[src/sv/gle_pkg.sv]
`timescale 1ns / 1ps
// ----------------------------------------------------------------------------
// gle_pkg
// Widths, constants and the sequencer state type of the gated linear decay
// envelope.
// ----------------------------------------------------------------------------
package gle_pkg;

  localparam int WidthW  = 16;
  localparam int MagW    = WidthW - 1;
  localparam int RateW   = 18;
  localparam int LevelW  = 24;
  localparam int ScaledW = MagW + 4;            // 10 * |w|
  localparam int DivW    = ScaledW + RateW;     // 10 * w * rate
  localparam int StepW   = LevelW - 1;          // quotient bits when div > 2^15
  localparam int CntW    = 5;

  localparam int MulSteps = RateW;
  localparam int DivSteps = StepW;

  localparam logic [RateW-1:0]  RateReset = RateW'(48000);
  localparam logic [LevelW-1:0] LevelOne  = LevelW'(1) << (LevelW - 1);
  // 2^38 / div >= 2^23 exactly when div <= 2^15
  localparam logic [DivW-1:0]   DivFloor  = DivW'(1) << 15;
  localparam logic [DivW-1:0]   RemStart  = DivW'(1) << 15;

  typedef enum logic [3:0] {
    ST_IDLE = 4'b0001,
    ST_MUL  = 4'b0010,
    ST_DIV  = 4'b0100,
    ST_DONE = 4'b1000
  } state_t;

endpackage

[src/sv/gated_linear_decay_envelope.sv]
`timescale 1ns / 1ps
// ----------------------------------------------------------------------------
// gated_linear_decay_envelope
// Gate-triggered envelope: a rising gate loads 1.0, a held gate decays the
// level linearly by floor(2^38 / (10 * width * sample_rate)), clamped at zero.
// ----------------------------------------------------------------------------
// Usage:
//   Input channel in_valid/in_ready carries gate_on and width (Q1.15).
//   Output channel out_valid/out_ready returns one level (Q1.23) per input
//   transfer. sample_rate is written with sample_rate_we; write it only while
//   idle, as the block itself does not enforce this. A rising gate, gate
//   off, empty level, nonpositive width or zero sample_rate skips the
//   arithmetic; a decay step runs through a shift-add multiplier (one rate
//   bit per cycle) and, unless the divisor is at most 2^15, a restoring
//   divider (one quotient bit per cycle), so one item is in flight at a
//   time and in_ready returns in the same cycle as output valid.
//   A finished level waits in the output register; the next input is taken
//   meanwhile, and a new result waits for the register to drain.
//   Reset: envelope level and previous gate clear, sample_rate returns to 48000.
// ----------------------------------------------------------------------------
module gated_linear_decay_envelope (
  input  logic                       clk,
  input  logic                       rst,
  input  logic                       sample_rate_we,
  input  logic [gle_pkg::RateW-1:0]  sample_rate,
  input  logic                       in_valid,
  output logic                       in_ready,
  input  logic                       gate_on,
  input  logic signed [gle_pkg::WidthW-1:0] width,
  output logic                       out_valid,
  input  logic                       out_ready,
  output logic [gle_pkg::LevelW-1:0] level
);
  import gle_pkg::*;

  state_t              state;
  logic [RateW-1:0]    rate;
  logic                last_gate;
  logic [LevelW-1:0]   envelope;
  logic [LevelW-1:0]   step;
  logic                apply_step;
  logic [CntW-1:0]     cnt;
  logic [DivW-1:0]     acc;
  logic [DivW-1:0]     mcand;
  logic [RateW-1:0]    mplier;
  logic [DivW-1:0]     rem;
  logic [StepW-1:0]    quot;

  logic [MagW-1:0]     mag;
  logic [ScaledW-1:0]  scaled;
  logic                in_xfer;
  logic                rising;
  logic                w_nonpos;
  logic [DivW:0]       trial;
  logic [DivW:0]       diff;
  logic                fits;
  logic [LevelW-1:0]   decayed;
  logic [LevelW-1:0]   level_next;

  assign in_ready = (state == ST_IDLE);
  assign in_xfer  = in_valid && in_ready;
  assign rising   = gate_on && !last_gate;
  assign w_nonpos = width[WidthW-1] || (width == '0);
  assign mag      = width[MagW-1:0];
  assign scaled   = ({4'b0, mag} << 3) + ({4'b0, mag} << 1);

  assign trial = {rem, 1'b0};
  assign diff  = trial - {1'b0, acc};
  assign fits  = (trial >= {1'b0, acc});

  assign decayed    = (envelope > step) ? envelope - step : '0;
  assign level_next = apply_step ? decayed : envelope;

  always_ff @(posedge clk) begin
    if (rst) begin
      rate <= RateReset;
    end else if (sample_rate_we) begin
      rate <= sample_rate;
    end
  end

  always_ff @(posedge clk) begin
    if (rst) begin
      state      <= ST_IDLE;
      last_gate  <= 1'b0;
      envelope   <= '0;
      out_valid  <= 1'b0;
      apply_step <= 1'b0;
    end else begin
      if (state == ST_DONE && (!out_valid || out_ready)) begin
        out_valid <= 1'b1;
      end else if (out_valid && out_ready) begin
        out_valid <= 1'b0;
      end
      case (state)
        ST_IDLE: begin
          if (in_xfer) begin
            last_gate  <= gate_on;
            apply_step <= 1'b0;
            if (rising) begin
              envelope <= LevelOne;
              state    <= ST_DONE;
            end else if (gate_on && envelope != '0) begin
              apply_step <= 1'b1;
              if (w_nonpos || rate == '0) begin
                step  <= LevelOne;
                state <= ST_DONE;
              end else begin
                acc    <= '0;
                mcand  <= DivW'(scaled);
                mplier <= rate;
                cnt    <= CntW'(MulSteps - 1);
                state  <= ST_MUL;
              end
            end else begin
              state <= ST_DONE;
            end
          end
        end
        ST_MUL: begin
          if (mplier[0]) begin
            acc <= acc + mcand;
          end
          mcand  <= mcand << 1;
          mplier <= mplier >> 1;
          cnt    <= cnt - 1'b1;
          if (cnt == '0) begin
            state <= ST_DIV;
            rem   <= RemStart;
            quot  <= '0;
            cnt   <= CntW'(DivSteps - 1);
            // last partial product lands this edge; check on the final sum
            if ((mplier[0] ? acc + mcand : acc) <= DivFloor) begin
              step  <= LevelOne;
              state <= ST_DONE;
            end
          end
        end
        ST_DIV: begin
          rem  <= fits ? diff[DivW-1:0] : trial[DivW-1:0];
          quot <= {quot[StepW-2:0], fits};
          cnt  <= cnt - 1'b1;
          if (cnt == '0) begin
            step  <= ({quot[StepW-2:0], fits} == '0) ? LevelW'(1)
                     : {1'b0, quot[StepW-2:0], fits};
            state <= ST_DONE;
          end
        end
        ST_DONE: begin
          if (!out_valid || out_ready) begin
            envelope  <= level_next;
            level     <= level_next;
            state     <= ST_IDLE;
          end
        end
        default: begin
          state <= ST_IDLE;
        end
      endcase
    end
  end

`ifndef SYNTH
  a_level_max: assert property (@(posedge clk) disable iff (rst)
    envelope <= LevelOne)
    else $error("envelope above 1.0");

  a_rise_loads: assert property (@(posedge clk) disable iff (rst)
    in_valid && in_ready && gate_on && !last_gate |=> envelope == LevelOne)
    else $error("rising gate did not load 1.0");

  a_div_range: assert property (@(posedge clk) disable iff (rst)
    state == ST_DIV |-> acc > DivFloor)
    else $error("divider entered with small divisor");

  a_done_from_work: assert property (@(posedge clk) disable iff (rst)
    state == ST_DIV && cnt == '0 |=> state == ST_DONE && step != '0)
    else $error("divider finished without a step");
`endif

endmodule
[config.mk]
export PLATFORM = sky130hd
export DESIGN_NAME = gated_linear_decay_envelope
export DESIGN_NICKNAME = d
export VERILOG_FILES = /design/src/sv/gle_pkg.sv /design/src/sv/gated_linear_decay_envelope.sv
export SDC_FILE = /design/constraint.sdc
export NUM_CORES = 1
export LEC_CHECK = 0
export BUFFER_PORTS_ARGS = -buffer_cell sky130_fd_sc_hd__clkbuf_2
export CAP_MARGIN = 15
export CELL_PAD_IN_SITES_DETAIL_PLACEMENT = 1
export CELL_PAD_IN_SITES_GLOBAL_PLACEMENT = 2
export CORE_MARGIN = 2
export CORE_UTILIZATION = 44
export CTS_BUF_LIST = sky130_fd_sc_hd__clkbuf_16
export CTS_CLUSTER_DIAMETER = 120
export DETAILED_ROUTE_END_ITERATION = 8
export PLACE_DENSITY_LB_ADDON = 0.25
export SYNTH_ARGS = -nofsm -noshare
export SYNTH_HDL_FRONTEND = slang
export SYNTH_SLANG_ARGS = --single-unit
[constraint.sdc]
create_clock -name clk -period 17.8 [get_ports clk]
set_input_delay 5.34 -clock clk [delete_from_list [all_inputs] [get_ports clk]]
set_output_delay 5.34 -clock clk [all_outputs]
set_load 0.02 [all_outputs]
==> flow_metrics.py <==
metrics = {
    "floorplan": {
        "io_pins": 66,
        "num_rows": 70,
        "dieHeight_um": 197,
        "dieArea_mm2": 0.0388,
        "start_util_pct": 44.7,
        "die_w_um": 197,
        "core-area_mm2": 0.0367,
    },
    "grt": {
        "grt_pass1_vias": 13570,
        "grt_pass1_wl_um": 72600,
        "grt-ovfl-total": 0,
        "grtUsageTotal_pct": 23.3,
        "antenna_found_initial": 0,
        "grt_max_degree": 73,
    },
    "timing": {
        "fin_worst_skew_ns": 0.0102,
        "tightest_slew_ns": 1.08,
        "max_slew_margin_pct": 27.7,
        "tns_ns": 0,
        "rsz0062_at_grt": "false",
        "period_minus_slack_ns": 8.02,
        "fmax_ghz": 0.125,
        "setup_violations": 0,
        "min_period_over_period_pct": 45.1,
        "finalHoldViolCount": 0,
        "drv_slew": 0,
    },
    "cells_and_area": {
        "final_cell_mix": "edfxtp_1 (201), nand2_1 (153), nor2_1 (152)",
        "area_delta_synth_final_pct": 11.5,
        "final_cell_count_no_fill": 2237,
        "drive_gt1_share_pct": 8.82,
        "diodes": 0,
        "final_common_cell": "edfxtp_1",
        "num-nets-final": 1898,
    },
    "yosys": {
        "yosys_warnings": 0,
        "synth_edf_count": 201,
        "ys_top_cells_by_area": "edfxtp_1 (37%), ha_1 (8.3%), dfxtp_1 (6.0%)",
        "synth_ff_type": "edfxtp_1",
        "synthesis.nets": 1855,
        "syn_area_mm2": 0.0164,
        "synth-seq-cells": 250,
        "avgSynthCellArea_um2": 9.64,
        "ys_async_sr_fraction_pct": 0,
        "yosysSeqAreaShare_pct": 42.8,
        "syn_inst": 1702,
        "synth_top_area_cell": "edfxtp_1",
        "synth_top_area_share_pct": 36.8,
        "synth_cell_types": 85,
    },
    "pwr": {
        "p_clk_share_pct": 45.2,
        "p_sw_uw": 372,
        "peakVddDrop_mv": 0.0608,
        "swShare_pct": 24.6,
        "power_leakage_nw": 7.58,
        "p_seq_share_pct": 43.3,
        "p_comb_share_pct": 11.5,
        "power.density_mw_per_mm2": 82.6,
        "p_int_mw": 1.14,
    },
    "clock_network": {
        "clk_pin_slew_ns": 0.06,
        "cts_tree": "done",
        "cts_setup_buffers": 0,
        "cts.sinks": 250,
        "cts_made_buffers": 30,
        "h-tree-depth": 1,
        "clk_latency_ns": 0.57,
        "post_cts_resized": 0,
        "ctsHoldBuffers": 0,
        "root_buffer": "clkbuf_16",
        "cts_buffer_depth": 3,
    },
    "place": {
        "detailed_place_hpwl_um": 32700,
        "portBuffers": 65,
        "dp.cells": 2180,
        "place_congestion": 0.910,
    },
    "routing": {
        "wl_met2_um": 20900,
        "vias": 12994,
        "route.met3.wl_um": 1680,
        "highest_layer": "met4",
        "wl_per_cell_um": 20.1,
        "drc": 0,
        "wl_met1_um": 21100,
        "ant_nets": 0,
        "drtIter0Drc": 656,
        "via_per_inst": 5.81,
        "routed_wirelength_um": 44900,
        "first_pass_iters": 6,
    },
    "flow_run": {
        "cap_viol_max_count": 0,
    },
    "setup_path": {
        "crit_path_max_incr_delay_ns": 0.90,
        "crit_path_frequent_cell": "nor2_1",
        "cp-start-kind": "primary input",
        "critPathBufInv": 2,
        "worstSetupEndpointType": "register",
        "path_max_fanout": 72,
        "crit_family": "compound AO/OA/AOI/OAI gates",
        "crit_arrival_ns": 8.20,
        "worstSetupPathType": "in2reg",
        "crit_path_top_delay_cell": "buf_4",
        "worstPathCellList": "clkbuf_2 -> nor3_1 -> a41oi_1 -> o41ai_1 -> nor2_1 -> nor2_1 -> a211oi_4 -> buf_4",
        "crit_required_ns": 17.98,
    },
    "min_path": {
        "hold_path_class": "reg2reg",
    },
    "run_status": {
        "status": "completed",
    },
}
-- sequential cells by signal, indices dropped and copies added (netlist names) --
signal / flops
step: 24
state: 4
cnt: 5
mplier: 18
rem: 36
quot: 22
last_gate: 1
out_valid: 1
level: 24
acc: 36
apply_step: 1
rate: 18
mcand: 36
envelope: 24
-- layer usage --
layer  track usage [%]  up-vias
li1                  -     6343
met1              32.2     6347
met2              38.4      225
met3              3.23       79
met4              6.54        0
met5                 0        -
-- path summary, 6_finish.rpt --
path / start / endpoint / slack (ns) / cells after the start
worst max-delay path: width[13] / acc[20] / 9.78 / 8
worst min-delay path: last_gate / last_gate / 0.48 / 2
worst max register to register: acc[1] / step[15] / 12.55 / 15
worst min register to register: last_gate / last_gate / 0.48 / 2
-- power groups by stage --
stage	registers (mW)	clock network [mW]	logic [mW]
2_1_floorplan	0.665	0	0.123
3_3_place_gp	0.666	0	0.167
3_5_place_dp	0.667	0	0.171
4_1_cts	0.655	0.696	0.173
5_1_grt	0.656	0.718	0.192
6_report	0.654	0.682	0.173
-- through the flow --
step / util [%] / worst slack (ns) / power (mW) / cell area, um2 / hold slack (ns)
5_1_grt: 49.8 / 9.47 / 1.57 / 18300 / 0.528
6_report: 49.8 / 9.78 / 1.51 / 18300 / 0.485
3_5_place_dp: 46.8 / 9.15 / 0.838 / 17200 / 0.486
3_3_place_gp: 46.8 / 9.29 / 0.834 / 17200 / 0.489
2_1_floorplan: - / 4.64 / 0.789 / 16400 / 0.445
4_1_cts: 49.8 / 9.76 / 1.52 / 18300 / 0.494
-- cells in the mapped netlist, drive strengths merged (12+ instances only) --
library cell  count
nand4            29
o21ai            69
nor2            153
nand3            34
buf              24
a21oi           111
o211ai           15
edfxtp          201
dfxtp            49
xnor2            50
nor4             18
a31oi            12
and2             73
inv             110
nor2b            21
o21a             13
ha              109
mux2i            70
a211oi           22
nor3             30
o21bai           12
nand2           155
a22o             26
clkbuf           44
xor2             33
a21o             55
-- layout make-up --
| class | instances | area [um2] |
|---|---|---|
| clock buffers | 31 | 776 |
| clock inverters | 25 | 319 |
| fillers | 4139 | 18400 |
| inverters | 112 | 420 |
| multi-input cells | 1272 | 8730 |
| flip-flops and latches | 250 | 7020 |
| well taps | 468 | 586 |
| repair buffers | 79 | 438 |
-- worst register-to-register path: cells and delay by family (launching register included) --
family                     cells  cell delay (ns)
AOI/OAI and AO/OA              5             1.87
xor gates and xnor gates       1             0.17
buffers and inverters          2             0.30
DFF                            1             0.49
adders and majority gates      2             0.67
and+or+nand+nor                5             1.43
-- logic make-up (layout without fill, tap and decap cells) --
| group | after synthesis | in the layout | synth area share, % |
|---|---|---|---|
| and+or+nand+nor | 575 | 575 | 17.2 |
| AOI/OAI and AO/OA | 430 | 430 | 18.1 |
| DFF | 250 | 250 | 42.8 |
| buffers and inverters | 180 | 247 | 4.34 |
| adders and majority gates | 113 | 113 | 8.80 |
| xor gates and xnor gates | 83 | 83 | 4.43 |
| muxes | 71 | 71 | 4.34 |
Note: power is estimated with default switching activity, not from simulation.
